File: src/hw/rtl/bcf_pkg.sv
// Shared types, constants and arithmetic helpers for the biquad cascade filter.
`default_nettype none

package bcf_pkg;

  localparam int CHANNELS_DEF    = 2;
  localparam int SAMPLE_BITS_DEF = 24;

  localparam int STAGES       = 4;
  localparam int WORDS_PER_CH = 8;
  localparam int COEF_W       = 32;
  localparam int COEF_FRAC    = 29;
  localparam int SIG_W        = 33;
  localparam int ST_W         = 40;
  localparam int PROD_W       = COEF_W + SIG_W;
  localparam int ACC_W        = PROD_W + 1;
  localparam int SIG_POINT    = 28;
  localparam int MIX_FRAC     = 15;
  localparam int MIX_W        = 16;

  localparam logic [MIX_W-1:0] MIX_ONE = 16'h8000;

  typedef enum logic [2:0] {
    C_B0 = 3'd0,
    C_B1 = 3'd1,
    C_B2 = 3'd2,
    C_A1 = 3'd3,
    C_A2 = 3'd4
  } coef_sel_t;

  // Memory strobes from the sequencer
  typedef struct packed {
    logic rd;
    logic wr;
  } mem_ctl_t;

  // b0, b1, b2, a1, a2 in Q3.29 per stage
  localparam logic signed [COEF_W-1:0] COEF_TAB [STAGES][5] = '{
    '{ 32'sd534391640, -32'sd1068783280, 32'sd534391640,
      -32'sd1068771834, 32'sd531923813 },
    '{ 32'sd537661981, -32'sd1072093367, 32'sd534490172,
      -32'sd1072093367, 32'sd535281242 },
    '{ 32'sd538217705, -32'sd1066846805, 32'sd528994807,
      -32'sd1066846805, 32'sd530341599 },
    '{ 32'sd32478506, 32'sd64957012, 32'sd32478506,
      -32'sd640950049, 32'sd233993164 }
  };

  localparam logic signed [ACC_W-1:0] COEF_HALF =
    {{(ACC_W-COEF_FRAC){1'b0}}, 1'b1, {(COEF_FRAC-1){1'b0}}};
  localparam logic signed [ACC_W-1:0] SIG_MAX =
    {{(ACC_W-SIG_W+1){1'b0}}, {(SIG_W-1){1'b1}}};
  localparam logic signed [ACC_W-1:0] SIG_MIN = ~SIG_MAX;
  localparam logic signed [ACC_W-1:0] ST_MAX =
    {{(ACC_W-ST_W+1){1'b0}}, {(ST_W-1){1'b1}}};
  localparam logic signed [ACC_W-1:0] ST_MIN = ~ST_MAX;

  function automatic logic signed [COEF_W-1:0] coef(input logic [1:0] stage,
                                                    input coef_sel_t sel);
    return COEF_TAB[stage][sel];
  endfunction

  // Drop the coefficient fraction, rounding half up
  function automatic logic signed [ACC_W-1:0] rnd_coef(input logic signed [ACC_W-1:0] v);
    return (v + COEF_HALF) >>> COEF_FRAC;
  endfunction

  function automatic logic signed [SIG_W-1:0] sat_sig(input logic signed [ACC_W-1:0] v);
    logic signed [ACC_W-1:0] t;
    t = (v > SIG_MAX) ? SIG_MAX : ((v < SIG_MIN) ? SIG_MIN : v);
    return t[SIG_W-1:0];
  endfunction

  function automatic logic signed [ST_W-1:0] sat_st(input logic signed [ACC_W-1:0] v);
    logic signed [ACC_W-1:0] t;
    t = (v > ST_MAX) ? ST_MAX : ((v < ST_MIN) ? ST_MIN : v);
    return t[ST_W-1:0];
  endfunction

endpackage

`default_nettype wire

File: src/hw/rtl/bcf_stream_if.sv
// Valid/ready stream interfaces for the filter's sample input and output.
`default_nettype none

interface bcf_in_if import bcf_pkg::*; #(
  parameter int SAMPLE_BITS = SAMPLE_BITS_DEF
);
  logic                          valid;
  logic                          ready;
  logic signed [SAMPLE_BITS-1:0] sample_in;
  logic                          channel_sel;

  modport source (output valid, output sample_in, output channel_sel, input ready);
  modport sink   (input valid, input sample_in, input channel_sel, output ready);
endinterface

interface bcf_out_if import bcf_pkg::*; #(
  parameter int SAMPLE_BITS = SAMPLE_BITS_DEF
);
  logic                          valid;
  logic                          ready;
  logic signed [SAMPLE_BITS-1:0] sample_out;

  modport source (output valid, output sample_out, input ready);
  modport sink   (input valid, input sample_out, output ready);
endinterface

`default_nettype wire

File: src/hw/rtl/bcf_mul.sv
// Shared signed multiplier with registered product.
`default_nettype none

module bcf_mul import bcf_pkg::*; (
  input  logic                     clk,
  input  logic signed [COEF_W-1:0] a,
  input  logic signed [SIG_W-1:0]  b,
  output logic signed [PROD_W-1:0] prod_r
);

  always_ff @(posedge clk) begin
    prod_r <= PROD_W'(a) * PROD_W'(b);
  end

endmodule

`default_nettype wire

File: src/hw/rtl/bcf_state_mem.sv
// Biquad delay-word memory, one word per access, with per-word valid bits.
`default_nettype none

module bcf_state_mem import bcf_pkg::*; #(
  parameter int CHANNELS = CHANNELS_DEF
) (
  input  logic                                      clk,
  input  logic                                      rst_n,
  input  mem_ctl_t                                  ctl,
  input  logic [$clog2(CHANNELS*WORDS_PER_CH)-1:0]  addr,
  input  logic signed [ST_W-1:0]                    wr_data,
  output logic signed [ST_W-1:0]                    rd_data
);

  localparam int DEPTH = CHANNELS * WORDS_PER_CH;

  logic signed [ST_W-1:0] mem [DEPTH];
  logic [DEPTH-1:0]       vld_r;
  logic signed [ST_W-1:0] rd_data_r;
  logic                   rd_vld_r;

  always_ff @(posedge clk) begin
    if (ctl.wr) begin
      mem[addr] <= wr_data;
    end
    if (ctl.rd) begin
      rd_data_r <= mem[addr];
    end
  end

  always_ff @(posedge clk) begin
    if (!rst_n) begin
      vld_r    <= '0;
      rd_vld_r <= 1'b0;
    end else begin
      if (ctl.wr) begin
        vld_r[addr] <= 1'b1;
      end
      if (ctl.rd) begin
        rd_vld_r <= vld_r[addr];
      end
    end
  end

  // never-written words read as zero
  assign rd_data = rd_vld_r ? rd_data_r : '0;

endmodule

`default_nettype wire

File: src/hw/rtl/biquad_cascade_cab_filter.sv
// Top level: four-stage biquad cascade with dry/wet mix on one shared multiplier.
//
//  port      | dir | handshake     | payload
//  ----------+-----+---------------+------------------------------------------
//  in_ch     | in  | valid/ready   | sample_in (SAMPLE_BITS, signed), channel_sel
//  out_ch    | out | valid/ready   | sample_out (SAMPLE_BITS, signed)
//  cfg_we    | in  | write strobe  | cfg_wdata: wet_mix, Q1.15, values > 1.0 clamp
//
// Steps: an input is taken only while idle. Each stage issues its five products
//   through the one multiplier, forms y and writes the new s0 and s1; the mix
//   issues the dry and wet shares, rounds and saturates, then hands the result
//   to the output register, and only then is the next input taken.
// Reset (rst_n, synchronous): sequencer idle, output empty, wet_mix 0, all
//   delay words read as zero through per-word valid bits. No clearing pass.
// Stalls: the output register holds a finished result while out_ch stalls;
//   the next input is taken meanwhile, and the block waits at handoff only
//   if the previous result still sits there.
`default_nettype none

module biquad_cascade_cab_filter import bcf_pkg::*; #(
  parameter int CHANNELS    = CHANNELS_DEF,
  parameter int SAMPLE_BITS = SAMPLE_BITS_DEF
) (
  input  logic             clk,
  input  logic             rst_n,
  bcf_in_if.sink           in_ch,
  bcf_out_if.source        out_ch,
  input  logic             cfg_we,
  input  logic [MIX_W-1:0] cfg_wdata
);

  localparam int ADDR_W = $clog2(CHANNELS * WORDS_PER_CH);
  // input alignment to Q6.27: left shift, or rounded right shift
  localparam int UP     = SIG_POINT - SAMPLE_BITS;
  localparam int UP_SH  = (UP > 0) ? UP : 0;
  localparam int DN_SH  = (UP < 0) ? -UP : 0;
  localparam int IN_W   = 34;
  localparam logic signed [IN_W-1:0] DN_HALF = (IN_W'(1) <<< DN_SH) >>> 1;
  // output: drop the mix fraction and the input alignment
  localparam int MIX_SH = MIX_FRAC + UP;
  localparam logic signed [ACC_W-1:0] MIX_HALF =
    {{(ACC_W-MIX_SH){1'b0}}, 1'b1, {(MIX_SH-1){1'b0}}};
  localparam logic signed [ACC_W-1:0] OUT_MAX =
    {{(ACC_W-SAMPLE_BITS+1){1'b0}}, {(SAMPLE_BITS-1){1'b1}}};
  localparam logic signed [ACC_W-1:0] OUT_MIN = ~OUT_MAX;

  typedef enum logic [3:0] {
    ST_IDLE,
    ST_B0,   // b0*x issued, s0 read
    ST_Y,    // y formed, b1*x issued, s1 read
    ST_A1,   // a1*y issued
    ST_N0,   // new s0 written, b2*x issued
    ST_B2,   // a2*y issued
    ST_N1,   // new s1 written, next stage
    ST_M0,   // dry share issued
    ST_M1,   // wet share issued
    ST_M2,   // round and saturate
    ST_OUT   // hand to output register
  } state_t;

  state_t                        state_r, state_nxt;
  logic [1:0]                    stage_r, stage_nxt;
  logic                          ch_r, ch_nxt;
  logic signed [SIG_W-1:0]       x_r, x_nxt;
  logic signed [SIG_W-1:0]       y_r, y_nxt;
  logic signed [SIG_W-1:0]       dry_r, dry_nxt;
  logic signed [ACC_W-1:0]       acc_r, acc_nxt;
  logic signed [SAMPLE_BITS-1:0] res_r, res_nxt;
  logic                          out_valid_r, out_valid_nxt;
  logic signed [SAMPLE_BITS-1:0] out_data_r, out_data_nxt;
  logic [MIX_W-1:0]              wet_mix_r;

  logic signed [COEF_W-1:0]      mul_a;
  logic signed [SIG_W-1:0]       mul_b;
  logic signed [PROD_W-1:0]      prod;
  logic signed [ACC_W-1:0]       prod_x;
  logic signed [ST_W-1:0]        mem_rd;
  logic signed [ST_W-1:0]        mem_wr;
  mem_ctl_t                      mem_ctl;
  logic                          k_sel;
  logic [ADDR_W-1:0]             mem_addr;
  logic signed [IN_W-1:0]        in_ext;
  logic signed [SIG_W-1:0]       in_aligned;
  logic [MIX_W-1:0]              mix_m;
  logic [MIX_W-1:0]              mix_dry;
  logic signed [ACC_W-1:0]       mix_sum;
  logic signed [ACC_W-1:0]       mix_rnd;
  logic                          in_xfer;
  logic                          handoff;

  assign in_xfer      = in_ch.valid && in_ch.ready;
  assign in_ch.ready  = (state_r == ST_IDLE);
  assign out_ch.valid = out_valid_r;
  assign out_ch.sample_out = out_data_r;

  assign prod_x = ACC_W'(prod);

  assign mix_m   = (wet_mix_r > MIX_ONE) ? MIX_ONE : wet_mix_r;
  assign mix_dry = MIX_ONE - mix_m;

  always_comb begin
    in_ext = IN_W'(in_ch.sample_in);
    if (UP >= 0) begin
      in_aligned = SIG_W'(in_ext <<< UP_SH);
    end else begin
      in_aligned = SIG_W'((in_ext + DN_HALF) >>> DN_SH);
    end
  end

  bcf_mul u_mul (
    .clk    (clk),
    .a      (mul_a),
    .b      (mul_b),
    .prod_r (prod)
  );

  // word address: channel, stage, delay index
  assign k_sel    = (state_r == ST_Y) || (state_r == ST_N1);
  assign mem_addr = ADDR_W'({ch_r, stage_r, k_sel});

  bcf_state_mem #(
    .CHANNELS (CHANNELS)
  ) u_mem (
    .clk     (clk),
    .rst_n   (rst_n),
    .ctl     (mem_ctl),
    .addr    (mem_addr),
    .wr_data (mem_wr),
    .rd_data (mem_rd)
  );

  // multiplier operands per sequencer step
  always_comb begin
    mul_a = '0;
    mul_b = '0;
    case (state_r)
      ST_B0: begin
        mul_a = coef(stage_r, C_B0);
        mul_b = x_r;
      end
      ST_Y: begin
        mul_a = coef(stage_r, C_B1);
        mul_b = x_r;
      end
      ST_A1: begin
        mul_a = coef(stage_r, C_A1);
        mul_b = y_r;
      end
      ST_N0: begin
        mul_a = coef(stage_r, C_B2);
        mul_b = x_r;
      end
      ST_B2: begin
        mul_a = coef(stage_r, C_A2);
        mul_b = y_r;
      end
      ST_M0: begin
        mul_a = {{(COEF_W-MIX_W){1'b0}}, mix_dry};
        mul_b = dry_r;
      end
      ST_M1: begin
        mul_a = {{(COEF_W-MIX_W){1'b0}}, mix_m};
        mul_b = x_r;
      end
      default: begin
        mul_a = '0;
        mul_b = '0;
      end
    endcase
  end

  assign mix_sum = acc_r + prod_x;
  assign mix_rnd = (mix_sum + MIX_HALF) >>> MIX_SH;
  assign handoff = (state_r == ST_OUT) && (!out_valid_r || out_ch.ready);

  always_comb begin
    state_nxt     = state_r;
    stage_nxt     = stage_r;
    ch_nxt        = ch_r;
    x_nxt         = x_r;
    y_nxt         = y_r;
    dry_nxt       = dry_r;
    acc_nxt       = acc_r;
    res_nxt       = res_r;
    out_valid_nxt = out_valid_r && !out_ch.ready;
    out_data_nxt  = out_data_r;
    mem_ctl       = '0;
    mem_wr        = '0;

    case (state_r)
      ST_IDLE: begin
        if (in_xfer) begin
          // channel_sel is one bit, so only 0 and 1 can arrive; one channel forces 0
          ch_nxt    = (CHANNELS > 1) ? in_ch.channel_sel : 1'b0;
          dry_nxt   = in_aligned;
          x_nxt     = in_aligned;
          stage_nxt = '0;
          state_nxt = ST_B0;
        end
      end
      ST_B0: begin
        mem_ctl.rd = 1'b1;
        state_nxt  = ST_Y;
      end
      ST_Y: begin
        y_nxt      = sat_sig(rnd_coef(prod_x) + ACC_W'(mem_rd));
        mem_ctl.rd = 1'b1;
        state_nxt  = ST_A1;
      end
      ST_A1: begin
        acc_nxt   = prod_x;
        state_nxt = ST_N0;
      end
      ST_N0: begin
        // read data still holds the old s1
        mem_wr     = sat_st(rnd_coef(acc_r - prod_x) + ACC_W'(mem_rd));
        mem_ctl.wr = 1'b1;
        state_nxt  = ST_B2;
      end
      ST_B2: begin
        acc_nxt   = prod_x;
        state_nxt = ST_N1;
      end
      ST_N1: begin
        mem_wr     = sat_st(rnd_coef(acc_r - prod_x));
        mem_ctl.wr = 1'b1;
        x_nxt      = y_r;
        stage_nxt  = stage_r + 2'd1;
        state_nxt  = (stage_r == 2'(STAGES-1)) ? ST_M0 : ST_B0;
      end
      ST_M0: begin
        state_nxt = ST_M1;
      end
      ST_M1: begin
        acc_nxt   = prod_x;
        state_nxt = ST_M2;
      end
      ST_M2: begin
        if (mix_rnd > OUT_MAX) begin
          res_nxt = OUT_MAX[SAMPLE_BITS-1:0];
        end else if (mix_rnd < OUT_MIN) begin
          res_nxt = OUT_MIN[SAMPLE_BITS-1:0];
        end else begin
          res_nxt = mix_rnd[SAMPLE_BITS-1:0];
        end
        state_nxt = ST_OUT;
      end
      ST_OUT: begin
        if (handoff) begin
          out_valid_nxt = 1'b1;
          out_data_nxt  = res_r;
          state_nxt     = ST_IDLE;
        end
      end
      default: begin
        state_nxt = ST_IDLE;
      end
    endcase
  end

  always_ff @(posedge clk) begin
    if (!rst_n) begin
      state_r     <= ST_IDLE;
      stage_r     <= '0;
      out_valid_r <= 1'b0;
      out_data_r  <= '0;
      wet_mix_r   <= '0;
    end else begin
      state_r     <= state_nxt;
      stage_r     <= stage_nxt;
      out_valid_r <= out_valid_nxt;
      out_data_r  <= out_data_nxt;
      if (cfg_we) begin
        wet_mix_r <= cfg_wdata;
      end
    end
  end

  always_ff @(posedge clk) begin
    ch_r       <= ch_nxt;
    x_r        <= x_nxt;
    y_r        <= y_nxt;
    dry_r      <= dry_nxt;
    acc_r      <= acc_nxt;
    res_r      <= res_nxt;
  end

endmodule

`default_nettype wire

File: src/flat_wrapper.sv
// flat-port wrapper written by rule: the top's interface ports become plain ports
module biquad_cascade_cab_filter_flat import bcf_pkg::*;
#(
  parameter int CHANNELS    = CHANNELS_DEF,
  parameter int SAMPLE_BITS = SAMPLE_BITS_DEF
)
  (clk, rst_n, cfg_we, cfg_wdata, in_ch_valid, in_ch_sample_in, in_ch_channel_sel, in_ch_ready, out_ch_valid, out_ch_sample_out, out_ch_ready);
  bcf_in_if #(.SAMPLE_BITS(SAMPLE_BITS)) in_ch_i ();
  bcf_out_if #(.SAMPLE_BITS(SAMPLE_BITS)) out_ch_i ();
  input  logic clk;
  input  logic rst_n;
  input  logic cfg_we;
  input  logic [MIX_W-1:0] cfg_wdata;
  input wire logic [$bits(in_ch_i.valid)-1:0] in_ch_valid;
  input wire logic [$bits(in_ch_i.sample_in)-1:0] in_ch_sample_in;
  input wire logic [$bits(in_ch_i.channel_sel)-1:0] in_ch_channel_sel;
  output wire logic [$bits(in_ch_i.ready)-1:0] in_ch_ready;
  output wire logic [$bits(out_ch_i.valid)-1:0] out_ch_valid;
  output wire logic [$bits(out_ch_i.sample_out)-1:0] out_ch_sample_out;
  input wire logic [$bits(out_ch_i.ready)-1:0] out_ch_ready;
  assign in_ch_i.valid = in_ch_valid;
  assign in_ch_i.sample_in = in_ch_sample_in;
  assign in_ch_i.channel_sel = in_ch_channel_sel;
  assign in_ch_ready = in_ch_i.ready;
  assign out_ch_valid = out_ch_i.valid;
  assign out_ch_sample_out = out_ch_i.sample_out;
  assign out_ch_i.ready = out_ch_ready;
  biquad_cascade_cab_filter #(.CHANNELS(CHANNELS), .SAMPLE_BITS(SAMPLE_BITS)) u_core (.clk(clk), .rst_n(rst_n), .in_ch(in_ch_i), .out_ch(out_ch_i), .cfg_we(cfg_we), .cfg_wdata(cfg_wdata));
endmodule
File: config.mk
export PLATFORM = sky130hd
export DESIGN_NAME = biquad_cascade_cab_filter_flat
export DESIGN_NICKNAME = d
export VERILOG_FILES = /design/src/hw/rtl/bcf_pkg.sv /design/src/hw/rtl/bcf_stream_if.sv /design/src/hw/rtl/bcf_mul.sv /design/src/hw/rtl/bcf_state_mem.sv /design/src/hw/rtl/biquad_cascade_cab_filter.sv /design/src/flat_wrapper.sv
export SDC_FILE = /design/constraint.sdc
export NUM_CORES = 2
export LEC_CHECK = 0
export BUFFER_PORTS_ARGS = -buffer_cell sky130_fd_sc_hd__buf_2
export CELL_PAD_IN_SITES_DETAIL_PLACEMENT = 1
export CELL_PAD_IN_SITES_GLOBAL_PLACEMENT = 1
export CORE_MARGIN = 5
export CORE_UTILIZATION = 48
export DETAILED_ROUTE_END_ITERATION = 8
export GPL_ROUTABILITY_DRIVEN = 0
export PLACE_DENSITY = 0.75
export SLEW_MARGIN = 10
export SYNTH_ARGS = -nofsm -noshare
export SYNTH_HDL_FRONTEND = slang
export SYNTH_SLANG_ARGS = --single-unit
File: constraint.sdc
create_clock -name clk -period 10.7 [get_ports clk]
set_clock_uncertainty 0.15 [all_clocks]
set_input_delay 1.605 -clock clk [delete_from_list [all_inputs] [get_ports clk]]
set_output_delay 1.605 -clock clk [all_outputs]
set_load 0.01 [all_outputs]
==> results.py <==
metrics = {
    "setup_path": {
        "timing.critical_path.mode_cell": "fa_1",
        "start_kind": "flop",
        "path_class": "flop to flop",
        "crit_arrival_ns": 10.98,
        "cp_slowest_stage_delay_ns": 0.57,
        "cp-end-kind": "flop",
        "cp_max_fo": 18,
        "critPathRequiredTime_ns": 11.13,
        "cp.buffers_inverters": 4,
        "cp_slowest_cell": "fa_1",
        "cp_top_family": "adder cells",
    },
    "route": {
        "drt_iter0_markers": 5011,
        "dr.pass1.iters": 7,
        "drc": 0,
        "drt_wl_total_um": 275000,
        "postRouteAntennaNets": 0,
        "vias": 59900,
        "wire_per_inst_um": 27.2,
        "via_per_inst": 5.91,
    },
    "sta": {
        "setup_violations": 0,
        "period_needed_ns": 10.54,
        "hold_ws_ns": 0.291,
        "fmax_mhz": 94.8,
        "tightest_slew_ns": 1.34,
        "slew_violations": 0,
        "maxSlewHeadroom": 0.106,
        "rsz0062_at_grt": "yes",
        "finalWorstSetupSlack_ns": 0.156,
        "finalHoldViolCount": 0,
        "finalCritPeriodShare": 0.985,
    },
    "logic_synthesis": {
        "synthTopCellsByCount": "1118 x inv_1, 1112 x fa_1, 871 x nand2_1",
        "netlist_area_um2": 85300,
        "ys_seq_area_frac": 0.333,
        "ys_ff_latch": 989,
        "synth_most_common_cell": "inv_1",
        "synthFlopType": "edfxtp_1",
        "yosys.area.top_type_share": 0.303,
        "yosysWarnings": 0,
        "syn_nets": 9282,
        "synth_edf_count": 860,
        "avgSynthCellArea_um2": 11.2,
        "synthArstFlopShare": 0,
        "synth.distinct_cells": 95,
        "syn_inst": 7597,
        "synth_top_area_cell": "edfxtp_1",
        "synth_area_leaders": "edfxtp_1 30%, fa_1 26%, ha_1 7.7%, mux4_2 5.4%, inv_1 4.9%",
    },
    "global_route": {
        "overflow": 0,
        "grt_first_pass_wirelength_um": 418000,
        "grt_usage": 0.297,
        "antenna_found_initial": 4,
        "grt_max_degree": 155,
        "gr-usage-met2": 0.504,
        "grtUsageMet3": 0.0461,
        "globalRouteMet1Util": 0.376,
        "first_global_vias": 66600,
        "top_usage_layer": "met2",
    },
    "final_layout": {
        "fill_cells": 18500,
        "multi_input_area_um2": 52100,
        "nNetsFinal": 9393,
        "final-instance-count-excl-fill": 10100,
        "drive_gt1_frac": 0.110,
        "regArea_um2": 28400,
        "syn_to_final_growth_pct": 9.59,
    },
    "pwr": {
        "power_mw": 21.5,
        "pwr_density_cell_nw_per_um2": 230,
        "leakage_nw": 37.8,
        "peakVddDrop_uv": 228,
    },
    "clocking": {
        "cts_buffers": 101,
        "cts_max_path_buffers": 3,
        "clock_sinks": 989,
        "cts-root-buf": "clkbuf_16",
        "cts_tree": "yes",
        "htree_levels": 3,
        "clkTransAtPathRegs_ns": 0.07,
        "insertion_delay_ns": 0.74,
    },
    "floorplanning": {
        "num_rows": 154,
        "start_util": 0.484,
        "die_w_um": 432,
        "die_area_um2": 186000,
        "core_um2": 176000,
        "ios": 72,
        "die_h_um": 432,
    },
    "run": {
        "drv_cap": 0,
    },
    "outcome": {
        "status": "complete, no violations",
    },
    "place": {
        "dp.cells": 9929,
        "numPortBuffers": 71,
        "post-dp-hpwl_um": 210000,
        "dp_slack_ns": -0.496,
    },
    "min_path": {
        "hp-class": "flop to flop",
    },
}
-- layer usage --
metal,vias up,share of wire
met2,2337,0.49
met5,-,0.000044
met1,31400,0.39
met4,2,0.061
met3,633,0.065
li1,25500,-
-- state kept, by name (all words and copies together), names as in the netlist, 4 cells and up --
register / cells
u_core.u_mem.vld_r: 16
u_core.u_mem.rd_data_r: 40
u_core.out_ch.sample_out: 24
u_core.y_r: 33
u_core.res_r: 24
u_core.u_mul.prod_r: 65
u_core.state_r: 4
u_core.x_r: 33
u_core.acc_r: 65
u_core.u_mem.mem: 640
u_core.dry_r: 24
u_core.wet_mix_r: 16
-- worst paths after layout --
path	from	to	slack (ns)	depth (start not counted)
worst max-delay path	u_core.wet_mix_r[0]	u_core.u_mul.prod_r[64]	0.16	35
worst min-delay path	u_core.u_mul.prod_r[18]	u_core.acc_r[18]	0.29	0
worst max register to register	u_core.wet_mix_r[0]	u_core.u_mul.prod_r[64]	0.16	35
worst min register to register	u_core.u_mul.prod_r[18]	u_core.acc_r[18]	0.29	0
-- power by group --
part	total, mW	internal (mW)	switching, mW
combinational	13.1	4.88	8.26
sequential	4.80	4.55	0.249
clock	3.57	1.98	1.59
-- cell type report --
| type | count | share of cell area |
|---|---|---|
| timing repair buffer | 342 | 0.0278 |
| clock inverter | 69 | 0.00690 |
| antenna | 4 | 0.000107 |
| clock buffer | 116 | 0.0285 |
| inverter | 1121 | 0.0450 |
| tap | 2340 | 0.0313 |
| sequential | 989 | 0.304 |
| multi-input combinational | 5153 | 0.557 |
-- placed cells by master (no fill, tap or decap), drive strengths merged, types with 147 or more instances in the layout --
| master | instances |
|---|---|
| edfxtp | 860 |
| mux4 | 205 |
| nor2 | 676 |
| o21ai | 172 |
| nand2 | 871 |
| ha | 527 |
| a21oi | 290 |
| buf | 340 |
| xnor2 | 177 |
| a21o | 147 |
| inv | 1130 |
| fa | 1112 |
-- stage by stage --
| step | utilization | setup TNS, ns | area (µm²) |
|---|---|---|---|
| final | 0.530 | 0 | 93500 |
| after CTS | 0.528 | -0.00184 | 93100 |
| after global routing | 0.530 | -0.506 | 93500 |
| after floorplan | - | 0 | 85300 |
| after global placement | 0.508 | -0.0132 | 89700 |
| after detailed placement | 0.508 | -3.25 | 89700 |
-- logic make-up after synthesis --
group | Yosys count | share of synthesized area
mux | 229 | 0.0569
xor+xnor | 258 | 0.0265
buf+inv | 1455 | 0.0644
simple gates | 2036 | 0.103
fa+ha+maj | 1639 | 0.338
compound gates | 991 | 0.0781
flops | 989 | 0.333
-- what timing repair did --
| item | CTS | global route |
|---|---|---|
| endpoints found under the setup margin | 20 | 29 |
| cloned | 0 | 2 |
| setup buffers | 2 | 12 |
| pin swaps | 0 | 11 |
| gates resized for setup | 16 | 53 |
| endpoints found under the hold margin | 0 | 0 |
| hold buffers | 0 | 0 |
-- worst reg2reg max path: cells and delay by family (launching register included) --
kind                       cells  cell delay (ns)
AOI/OAI and AO/OA             13             2.98
xor gates and xnor gates       1             0.15
adders and majority gates      9             4.44
buffers and inverters          4             0.57
DFF                            1             0.34
and+or+nand+nor                8             1.73
Power figures use the tool's default switching activity.
